`config.mk`:
```
export PLATFORM = sky130hd
export DESIGN_NAME = modbus_rtu_request_framer
export DESIGN_NICKNAME = d
export VERILOG_FILES = /design/src/design/mrf_pkg.sv /design/src/design/mrf_frame_build.sv /design/src/design/mrf_crc_stage.sv /design/src/design/mrf_serializer.sv /design/src/design/modbus_rtu_request_framer.sv
export SDC_FILE = /design/constraint.sdc
export NUM_CORES = 1
export LEC_CHECK = 0
export BUFFER_PORTS_ARGS = -buffer_cell sky130_fd_sc_hd__buf_4
export CELL_PAD_IN_SITES_DETAIL_PLACEMENT = 0
export CELL_PAD_IN_SITES_GLOBAL_PLACEMENT = 1
export CORE_ASPECT_RATIO = 1.1
export CORE_MARGIN = 5
export CORE_UTILIZATION = 50
export DETAILED_ROUTE_END_ITERATION = 10
export HOLD_SLACK_MARGIN = 0.08
export PLACE_DENSITY = 0.86
export SLEW_MARGIN = 20
export SYNTH_ARGS = -nofsm -noshare
export SYNTH_HDL_FRONTEND = slang
export SYNTH_SLANG_ARGS = --single-unit
```
`constraint.sdc`:
```
create_clock -name clock -period 15.9 [get_ports clock]
set_clock_uncertainty 0.05 [all_clocks]
set_input_delay 4.77 -clock clock [delete_from_list [all_inputs] [get_ports clock]]
set_output_delay 4.77 -clock clock [all_outputs]
set_load 0.01 [all_outputs]
```
`src/design/mrf_pkg.sv`:
```
`default_nettype none

package mrf_pkg;

   // register kinds
   localparam logic [1:0] KIND_COILS   = 2'd0;
   localparam logic [1:0] KIND_HOLDING = 2'd1;

   // function codes
   localparam logic [7:0] FC_NONE           = 8'h00;
   localparam logic [7:0] FC_READ_COILS     = 8'h01;
   localparam logic [7:0] FC_READ_HOLDING   = 8'h03;
   localparam logic [7:0] FC_WRITE_COIL     = 8'h05;
   localparam logic [7:0] FC_WRITE_REG      = 8'h06;
   localparam logic [7:0] FC_WRITE_COILS    = 8'h0F;

   localparam logic [7:0]  COIL_ON_SINGLE = 8'hFF;
   localparam logic [7:0]  COIL_ON_MULTI  = 8'h0F;
   localparam logic [7:0]  COIL_BYTE_CNT  = 8'h01;
   localparam logic [15:0] CRC_INIT       = 16'hFFFF;
   localparam logic [15:0] CRC_POLY       = 16'hA001;

   localparam int          BODY_MAX = 8;   // bytes ahead of the CRC

   typedef struct packed {
      logic [1:0]  reg_kind;
      logic        write_req;
      logic [7:0]  server_address;
      logic [15:0] start_address;
      logic [15:0] value_count;
      logic [15:0] first_value;
   } req_type;

   typedef struct packed {
      logic [7:0] frame_byte;
      logic       last_byte;
   } rsp_type;

   // frame in flight: bytes to send, CRC so far, bytes still to fold into the CRC
   typedef struct packed {
      logic [BODY_MAX-1:0][7:0] data;
      logic [3:0]               len;
      logic [15:0]              crc;
      logic [BODY_MAX-1:0][7:0] pend;
      logic [3:0]               pend_cnt;
   } frame_type;

   // CRC-16/Modbus table entry, reflected polynomial
   function automatic logic [15:0] crc_lut(input logic [7:0] idx);
      logic [15:0] c;
      c = {8'h00, idx};
      for (int i = 0; i < 8; i++) begin
         c = c[0] ? ((c >> 1) ^ CRC_POLY) : (c >> 1);
      end
      return c;
   endfunction

   function automatic logic [15:0] crc_update(input logic [15:0] crc, input logic [7:0] b);
      return {8'h00, crc[15:8]} ^ crc_lut(crc[7:0] ^ b);
   endfunction

endpackage

`default_nettype wire

```
`src/design/mrf_frame_build.sv`:
```
`default_nettype none

module mrf_frame_build (
   input  wire logic              clock,
   input  wire logic              reset,
   input  wire logic              in_valid,
   input  wire mrf_pkg::req_type  in_req,
   output logic                   in_stall,
   output logic                   out_valid,
   output mrf_pkg::frame_type     out_frame,
   input  wire logic              out_stall
);
   import mrf_pkg::*;

   logic       valid_ff;
   frame_type  frame_ff, frame_in;
   logic [7:0] code;
   logic       advance;

   always_comb begin
      code = FC_NONE;
      case (in_req.reg_kind)
         KIND_COILS: begin
            if (!in_req.write_req)              code = FC_READ_COILS;
            else if (in_req.value_count == 16'd1) code = FC_WRITE_COIL;
            else                                  code = FC_WRITE_COILS;
         end
         KIND_HOLDING: begin
            code = in_req.write_req ? FC_WRITE_REG : FC_READ_HOLDING;
         end
         default: code = FC_NONE;
      endcase
   end

   always_comb begin
      frame_in         = '0;
      frame_in.data[0] = in_req.server_address;
      frame_in.data[1] = code;
      frame_in.data[2] = in_req.start_address[15:8];
      frame_in.data[3] = in_req.start_address[7:0];
      frame_in.len     = 4'd4;
      case (code)
         FC_READ_COILS, FC_READ_HOLDING: begin
            frame_in.data[4] = in_req.value_count[15:8];
            frame_in.data[5] = in_req.value_count[7:0];
            frame_in.len     = 4'd6;
         end
         FC_WRITE_REG: begin
            frame_in.data[4] = in_req.first_value[15:8];
            frame_in.data[5] = in_req.first_value[7:0];
            frame_in.len     = 4'd6;
         end
         FC_WRITE_COIL: begin
            frame_in.data[4] = (in_req.first_value != 16'd0) ? COIL_ON_SINGLE : 8'h00;
            frame_in.data[5] = 8'h00;
            frame_in.len     = 4'd6;
         end
         FC_WRITE_COILS: begin
            frame_in.data[4] = in_req.value_count[15:8];
            frame_in.data[5] = in_req.value_count[7:0];
            frame_in.data[6] = COIL_BYTE_CNT;
            frame_in.data[7] = (in_req.first_value != 16'd0) ? COIL_ON_MULTI : 8'h00;
            frame_in.len     = 4'd8;
         end
         default: frame_in.len = 4'd4;
      endcase
      frame_in.crc      = CRC_INIT;
      frame_in.pend     = frame_in.data;
      frame_in.pend_cnt = frame_in.len;
   end

   assign advance  = !valid_ff || !out_stall;
   assign in_stall = !advance;

   always_ff @(posedge clock) begin
      if (reset) begin
         valid_ff <= 1'b0;
      end else if (advance) begin
         valid_ff <= in_valid;
      end
   end

   always_ff @(posedge clock) begin
      if (advance && in_valid) begin
         frame_ff <= frame_in;
      end
   end

   assign out_valid = valid_ff;
   assign out_frame = frame_ff;

endmodule

`default_nettype wire

```
`src/design/mrf_crc_stage.sv`:
```
`default_nettype none

module mrf_crc_stage (
   input  wire logic                clock,
   input  wire logic                reset,
   input  wire logic                in_valid,
   input  wire mrf_pkg::frame_type  in_frame,
   output logic                     in_stall,
   output logic                     out_valid,
   output mrf_pkg::frame_type       out_frame,
   input  wire logic                out_stall
);
   import mrf_pkg::*;

   logic        valid_ff;
   frame_type   frame_ff, frame_in;
   logic [15:0] crc;
   logic        advance;

   // fold up to two pending bytes, then shift the queue down
   always_comb begin
      crc = in_frame.crc;
      if (in_frame.pend_cnt != 4'd0) crc = crc_update(crc, in_frame.pend[0]);
      if (in_frame.pend_cnt > 4'd1)  crc = crc_update(crc, in_frame.pend[1]);
      frame_in          = in_frame;
      frame_in.crc      = crc;
      frame_in.pend     = in_frame.pend >> 16;
      frame_in.pend_cnt = (in_frame.pend_cnt > 4'd2) ? (in_frame.pend_cnt - 4'd2) : 4'd0;
   end

   assign advance  = !valid_ff || !out_stall;
   assign in_stall = !advance;

   always_ff @(posedge clock) begin
      if (reset) begin
         valid_ff <= 1'b0;
      end else if (advance) begin
         valid_ff <= in_valid;
      end
   end

   always_ff @(posedge clock) begin
      if (advance && in_valid) begin
         frame_ff <= frame_in;
      end
   end

   assign out_valid = valid_ff;
   assign out_frame = frame_ff;

endmodule

`default_nettype wire

```
`src/design/mrf_serializer.sv`:
```
`default_nettype none

module mrf_serializer (
   input  wire logic                clock,
   input  wire logic                reset,
   input  wire logic                in_valid,
   input  wire mrf_pkg::frame_type  in_frame,
   output logic                     in_stall,
   output logic                     rsp_valid,
   output mrf_pkg::rsp_type         rsp_data,
   input  wire logic                rsp_stall
);
   import mrf_pkg::*;

   logic       valid_ff;
   frame_type  frame_ff;
   logic [3:0] pos_ff, pos_in;
   logic       last;
   logic       take;

   assign last = (pos_ff == (frame_ff.len + 4'd1));

   always_comb begin
      rsp_data.last_byte = last;
      if (pos_ff < frame_ff.len)   rsp_data.frame_byte = frame_ff.data[pos_ff[2:0]];
      else if (pos_ff == frame_ff.len) rsp_data.frame_byte = frame_ff.crc[7:0];
      else                          rsp_data.frame_byte = frame_ff.crc[15:8];
   end

   // new frame loads as the last byte of the current one leaves
   assign take     = !valid_ff || (!rsp_stall && last);
   assign in_stall = !take;
   assign pos_in   = take ? 4'd0 : ((valid_ff && !rsp_stall) ? pos_ff + 4'd1 : pos_ff);

   always_ff @(posedge clock) begin
      if (reset) begin
         valid_ff <= 1'b0;
         pos_ff   <= 4'd0;
      end else begin
         pos_ff <= pos_in;
         if (take) valid_ff <= in_valid;
      end
   end

   always_ff @(posedge clock) begin
      if (take && in_valid) begin
         frame_ff <= in_frame;
      end
   end

   assign rsp_valid = valid_ff;

endmodule

`default_nettype wire

```
`src/design/modbus_rtu_request_framer.sv`:
```
`default_nettype none

// Modbus RTU request framer.
//
// req_ channel: one request (register kind, write flag, server address, start
// address, value count, first value) is taken at an edge with req_valid high
// and req_stall low.
// rsp_ channel: the RTU frame leaves one byte per transfer, last_byte set on
// the CRC high byte. A frame is 6, 8 or 10 bytes: address, function code,
// start address, body, CRC-16/Modbus low then high.
//
// Path: a taken request passes the build stage, four CRC stages at two bytes
// each, then the serializer, which presents the first byte of the frame.
// The serializer holds one whole frame and takes the next only as the last
// byte of the current one leaves; requests can enter every cycle until the
// five pipeline stages fill.
// Reset clears all stage valid bits and the byte counter; no frame is in flight.
// A stall on rsp_ holds the current byte; the pipeline keeps filling behind it
// and req_stall rises once every stage holds a request.

module modbus_rtu_request_framer (
   input  wire logic             clock,
   input  wire logic             reset,
   input  wire logic             req_valid,
   input  wire mrf_pkg::req_type req_data,
   output logic                  req_stall,
   output logic                  rsp_valid,
   output mrf_pkg::rsp_type      rsp_data,
   input  wire logic             rsp_stall
);
   import mrf_pkg::*;

   localparam int NUM_CRC = 4;

   // stage 0 is the build stage output, stage NUM_CRC the last CRC stage output
   logic      stg_valid [NUM_CRC+1];
   logic      stg_stall [NUM_CRC+1];
   frame_type stg_frame [NUM_CRC+1];

   mrf_frame_build u_build (
      .clock     (clock),
      .reset     (reset),
      .in_valid  (req_valid),
      .in_req    (req_data),
      .in_stall  (req_stall),
      .out_valid (stg_valid[0]),
      .out_frame (stg_frame[0]),
      .out_stall (stg_stall[0])
   );

   for (genvar g = 0; g < NUM_CRC; g++) begin : g_crc
      mrf_crc_stage u_crc (
         .clock     (clock),
         .reset     (reset),
         .in_valid  (stg_valid[g]),
         .in_frame  (stg_frame[g]),
         .in_stall  (stg_stall[g]),
         .out_valid (stg_valid[g+1]),
         .out_frame (stg_frame[g+1]),
         .out_stall (stg_stall[g+1])
      );
   end

   mrf_serializer u_ser (
      .clock     (clock),
      .reset     (reset),
      .in_valid  (stg_valid[NUM_CRC]),
      .in_frame  (stg_frame[NUM_CRC]),
      .in_stall  (stg_stall[NUM_CRC]),
      .rsp_valid (rsp_valid),
      .rsp_data  (rsp_data),
      .rsp_stall (rsp_stall)
   );

   // a taken request lands in the build stage
   a_req_captured: assert property (@(posedge clock) disable iff (reset)
      req_valid && !req_stall |=> stg_valid[0])
      else $error("request not captured by build stage");

   // all bytes ahead of the CRC are folded into it before serialization
   a_crc_done: assert property (@(posedge clock) disable iff (reset)
      stg_valid[NUM_CRC] |-> stg_frame[NUM_CRC].pend_cnt == 4'd0)
      else $error("CRC incomplete at serializer");

   // a frame never breaks up before its last byte
   a_frame_contiguous: assert property (@(posedge clock) disable iff (reset)
      rsp_valid && !rsp_stall && !rsp_data.last_byte |=> rsp_valid)
      else $error("gap inside frame");

endmodule

`default_nettype wire

```
Word-level counts from Yosys, hierarchy flattened
Index checks and enable logic that the tools add are counted.

cells by class
  $add $sub $neg = 5
  multiply operators = 0
  divide/modulo/power cells = 0
  order comparisons = 9
  equal/unequal tests = 9
  shift operators = 0
  multiplexer cells = 85
  bitwise operators = 80
  reduce and logical (&&, ||, !) cells = 31

operator list
  kind                   count
  $mux W16               72
  $not A2 Y3             56
  $xor A8 B16 Y16        7
  $pmux W16 S3           1
  $xor A8 B8 Y8          6
  $mux W8                5
  $bmux W8 S3            1
  $not A1 Y3             8
  $eq A16 B1 Y1 const B  1
  $eq A8 B3 Y1 const B   2
  $gt A4 B1 Y1 const B   4
  $not A8 Y8             2
  $pmux W8 S2            1
  $reduce_bool A16 Y1    1
  $reduce_bool A4 Y1     4
  $gt A4 B2 Y1 const B   3
  $sub A4 B2 Y4 const B  3
  $add A4 B1 Y4 const B  2
  $eq A4 B4 Y1           2
  $eq A8 B1 Y1 const B   1
  $eq A8 B2 Y1 const B   1
  $eq A8 B4 Y1 const B   1
  $logic_and A1 B1 Y1    8
  $logic_not A1 Y1       8
  13 further kinds       19

word-level totals
  flip-flop bits (word level) = 486
  latch bits = 0
  memory bits (writable) = 0
  ROM bits = 0
  bits of input ports = 63
  output and inout bits = 11
  word-level logic and storage cells = 288
  memories = 0

Depth between registers and ports, before layout
  depth in word-level cells = 38
  mapped depth = 12
  gate-level depth less buffers = 10

Hierarchy
A second synthesis with hierarchy kept.

second synthesis, totals
  cell total of the unflattened synthesis = 1515
  area, all modules = 27440.1 µm²

by module, submodules not included
  module                              instances  cells an instance  area each (µm²)  seq. area each (µm²)
  mrf_crc_stage (g_crc[1].u_crc ...)  3          274                5225.0           4103.9
  mrf_crc_stage (g_crc[0].u_crc)      1          279                5296.3           4103.9
  mrf_serializer                      1          181                3636.0           2622.5
  mrf_frame_build                     1          233                2832.7           1491.4

Worst setup path before layout
No wires, ideal clock.

  kind = in2out
  start = in rsp_stall
  end = out req_stall
  data arrival time = 5.742 ns
  data required time = 11.080 ns
  slack = 5.338 ns
  stages = 5
  path buffers = 1
  path through = buf_6 o21ai_0 or3_1 nor2_1 and3_1

between the ends
  word-level cells in the longest chain between the ends = 9

RTL lines
  element                           line                             text
  start, declared                   modbus_rtu_request_framer.sv:29  input wire logic rsp_stall
  $logic_not A1 Y1                  mrf_serializer.sv:31             assign take = !valid_ff || (!rsp_stall && last);
  $logic_and A1 B1 Y1               mrf_serializer.sv:31
  $logic_or A1 B1 Y1                mrf_serializer.sv:31
  $logic_or A1 B1 Y1 (4 in series)  mrf_crc_stage.sv:31              assign advance = !valid_ff || !out_stall;
  $logic_or A1 B1 Y1                mrf_frame_build.sv:72            assign advance = !valid_ff || !out_stall;
  $logic_not A1 Y1                  mrf_frame_build.sv:73            assign in_stall = !advance;
  end, declared                     modbus_rtu_request_framer.sv:26  output logic req_stall,

No other way between the ends.

Worst setup path after layout
Ends and elaborated chain as after synthesis.

==> flow_summary.yaml <==
status:
  status: "finished, final reports clean"
clocking:
  cts_resized: 0
  clock_latency_ps: 520
  cts_tree: "done"
  cts_setup_buffers: 0
  clockBufferDepth: 3
  clock_sinks: 393
  clk_pin_slew_worst_paths_ps: 60
  htreeDepth: 2
  cts_hold_buffers: 0
  numCtsBuffers: 38
  root_buffer: "clkbuf_16"
routing:
  via_per_inst: 5.20
  route.detailed.drc: 0
  vias: 7899
  routed_wirelength_microns: 27300
  ant_nets: 0
  drt_first_iter_violations: 653
  wl_per_cell_microns: 18.0
  first_pass_iters: 5
cells_and_area:
  area_growth_pct: 14.2
  layout.nets: 1150
  drive_gt1_share_pct: 14.3
  final_area_sq_um: 18100
  nFillCells: 2366
  antennaDiodeCount: 0
power_and_ir_drop:
  power_w: 0.00233
  vdd_drop_max_mv: 0.0875
  pwr-share-seq_pct: 51.5
  pwr-share-clk_pct: 36.0
  combPwrFrac_pct: 12.5
  power.density_nw_per_um2: 129
  intPower_w: 0.00181
  switching_share_pct: 22.4
  p_sw_w: 0.000523
  total_leakage_power_nw: 6.22
worst_setup_path:
  reg2reg_from: "g_crc[1].u_crc.out_frame[2]"
  endpoint_kind: "primary output"
  critPathKind: "primary input to primary output"
  crit_chain: "buf_4, o21ai_0, or3_1, nor2_1, and3_1, buf_4"
  max_stage_delay_ps: 380
  crit_fanout: 8
  cp.depth: 6
  crit_top_cell: "buf_4"
  cp.arrival_ps: 6360
  rr_worst_depth: 10
  path_delay_family: "simple AND/OR/NAND/NOR gates"
  worstPathRequired_ps: 11080
  path_buf_inv: 2
  slowest_stage: "or3_1"
  r2r_slack_ps: 12140
  start_kind: "primary input"
  reg2reg_to: "g_crc[2].u_crc.out_frame[68]"
timing:
  finalCritPeriodShare_pct: 70.3
  tightest_slew_ps: 1040
  fmax_mhz: 89.5
  setup_viol_count_final: 0
  drv_slew: 0
  relSlewSlack_pct: 30.6
  final_hold_viol_count: 0
  whs_ps: 357
  min_period_ps: 11180
  tns_ps: 0
  rsz0062_at_grt: "false"
synth:
  synth_seq_cells: 393
  synth_edf_count: 383
  syn_inst: 978
  yosysSeqAreaShare_pct: 74.0
  syn-cell-area_sq_um: 15800
  synth_fp_nets: 1054
  ys.flop_type: "edfxtp_1"
  yosysUniqueCellTypes: 54
  async_reset_ff_share_pct: 0
  avgSynthCellArea_sq_um: 16.2
  ys_warn_count: 0
placement:
  dp_hpwl_microns: 18900
  placed_area_sq_um: 16900
  port_buffers: 73
  gp_congestion: 0.862
flow_run:
  maxCapViolations: 0
global_routing:
  antenna_found_initial: 0
  grt_pass1_vias: 8041
  grt-ovfl-total: 0
  grtUsageTotal_pct: 15.6
  grt_start_max_net_pins: 69
  grt_pass1_wl_microns: 43600
floorplanning:
  coreArea_sq_um: 31300
  num_io_pins: 74
  die_w_microns: 180
  die_h_microns: 196
  die-area_sq_um: 35300
  start_util_pct: 50.5
  num_rows: 68
min_path:
  min_to: "g_crc[3].u_crc.out_frame[104]"
  hold_path_class: "flop to flop"
  hold_path.startpoint: "g_crc[2].u_crc.out_frame[104]"
  hold-path-cell-count: 0
[layer usage]
| metal | GRT usage [%] | share of wire [%] | vias up |
|---|---|---|---|
| li1 | - | - | 3851 |
| met2 | 26.5 | 50 | 199 |
| met4 | 4.63 | 2.3 | 0 |
| met1 | 21.2 | 43 | 3811 |
| met5 | 0 | 0 | - |
| met3 | 2.38 | 4.3 | 38 |
[layout make-up]
cell class / count / area [sq um] / area share [%]
Sequential cell: 393 / 11700 / 64.8
Clock inverter: 18 / 159 / 0.880
Multi-Input combinational cell: 534 / 3930 / 21.8
Tap cell: 420 / 526 / 2.91
Timing Repair Buffer: 86 / 646 / 3.58
Clock buffer: 48 / 1010 / 5.59
Inverter: 21 / 78.8 / 0.437
[metrics by stage]
step	instances	setup slack, ps	utilization (%)
CTS	1520	4730	57.7
detailed placement	1454	4800	53.9
floorplan	978	5340	-
global placement	1454	4880	53.9
finish	1520	4720	57.7
global route	1520	4620	57.7
[sequential cells by signal, indices dropped and copies added, names as in the netlist]
name and flops:
g_crc.u_crc.out_frame 269, g_crc.u_crc.out_valid 4, u_build.out_frame 49, u_ser.rsp_valid 1, u_ser.frame_ff 65, u_build.out_valid 1
u_ser.pos_ff 4
[synth_stat cells (2+ instances only)]
cell type	count	area, sq um
nor2_1	69	259
xor3_1	2	47.6
a21oi_1	43	215
o21ai_0	29	145
o211ai_1	8	60.1
inv_1	20	75.1
nor2b_1	8	50.1
clkbuf_1	22	82.6
a211oi_1	2	15.0
o21ai_1	2	10.0
nor3_1	6	30.0
xnor2_1	95	832
o22a_1	2	17.5
nand4_1	2	12.5
a31oi_1	18	113
ha_1	13	163
mux2i_4	2	45.0
mux2_2	3	33.8
nand2_1	55	206
nor4_1	7	43.8
mux2i_1	44	440
a41oi_1	2	17.5
o221a_2	2	22.5
buf_1	2	7.51
nand3_1	10	50.1
or3_1	4	25.0
edfxtp_1	383	11500
xnor3_1	10	225
nand2b_1	9	56.3
and2_1	8	50.1
o22ai_1	12	75.1
a21o_1	2	15.0
mux4_2	4	90.1
a22oi_1	11	82.6
buf_2	4	20.0
xor2_1	36	315
dfxtp_1	10	200
[worst max-delay path by stage]
stage / start / slack [ps] / endpoint
final: rsp_stall / 4720 / req_stall
after CTS: rsp_stall / 4730 / req_stall
after floorplan: rsp_stall / 5340 / req_stall
after global placement: rsp_stall / 4880 / req_stall
after global routing: rsp_stall / 4620 / req_stall
after detailed placement: rsp_stall / 4800 / req_stall
[power groups by stage]
| stage | combinational [W] | clock (W) | sequential, W |
|---|---|---|---|
| 2_1_floorplan | 0.000233 | 0 | 0.00122 |
| 3_3_place_gp | 0.000285 | 0 | 0.00122 |
| 3_5_place_dp | 0.000293 | 0 | 0.00122 |
| 4_1_cts | 0.000295 | 0.000859 | 0.00120 |
| 5_1_grt | 0.000322 | 0.000907 | 0.00120 |
| 6_report | 0.000292 | 0.000839 | 0.00120 |
[kinds of logic after synthesis]
logic type / after synthesis / share of synthesized area (%)
and+or+nand+nor: 183 / 5.19
adders and majority gates: 13 / 1.03
buffers and inverters: 51 / 1.31
DFF: 393 / 74.0
xor gates and xnor gates: 145 / 9.24
AOI/OAI and AO/OA: 140 / 5.36
muxes: 53 / 3.85
[layout by cell type, fill, tap and decap left out, types with 3 or more instances in the layout]
master / count
a21oi_1: 43
a22oi_1: 11
a31oi_1: 18
and2_1: 5
and2_2: 3
buf_4: 86
clkbuf_1: 9
clkbuf_16: 39
clkinv_1: 8
clkinv_2: 5
dfxtp_1: 10
edfxtp_1: 383
ha_1: 13
inv_1: 20
mux2_2: 3
mux2i_1: 44
mux4_2: 4
nand2_1: 55
nand2b_1: 9
nand3_1: 10
nor2_1: 69
nor2b_1: 5
nor2b_4: 3
nor3_1: 5
nor4_1: 7
o211ai_1: 8
o21ai_0: 29
o22ai_1: 12
or3_1: 4
xnor2_1: 95
xnor3_1: 10
xor2_1: 36
[worst reg2reg max path, cell delays in order (launching register included)]
cell and delay, ps:
edfxtp_1 430, inv_1 140, ha_1 180, nor2b_1 820, mux2i_1 320, xnor2_1 450, xnor2_1 190, xnor3_1 390
xor2_1 200, mux2i_1 230, xor2_1 100
Note: power is estimated with default switching activity, not from simulation.
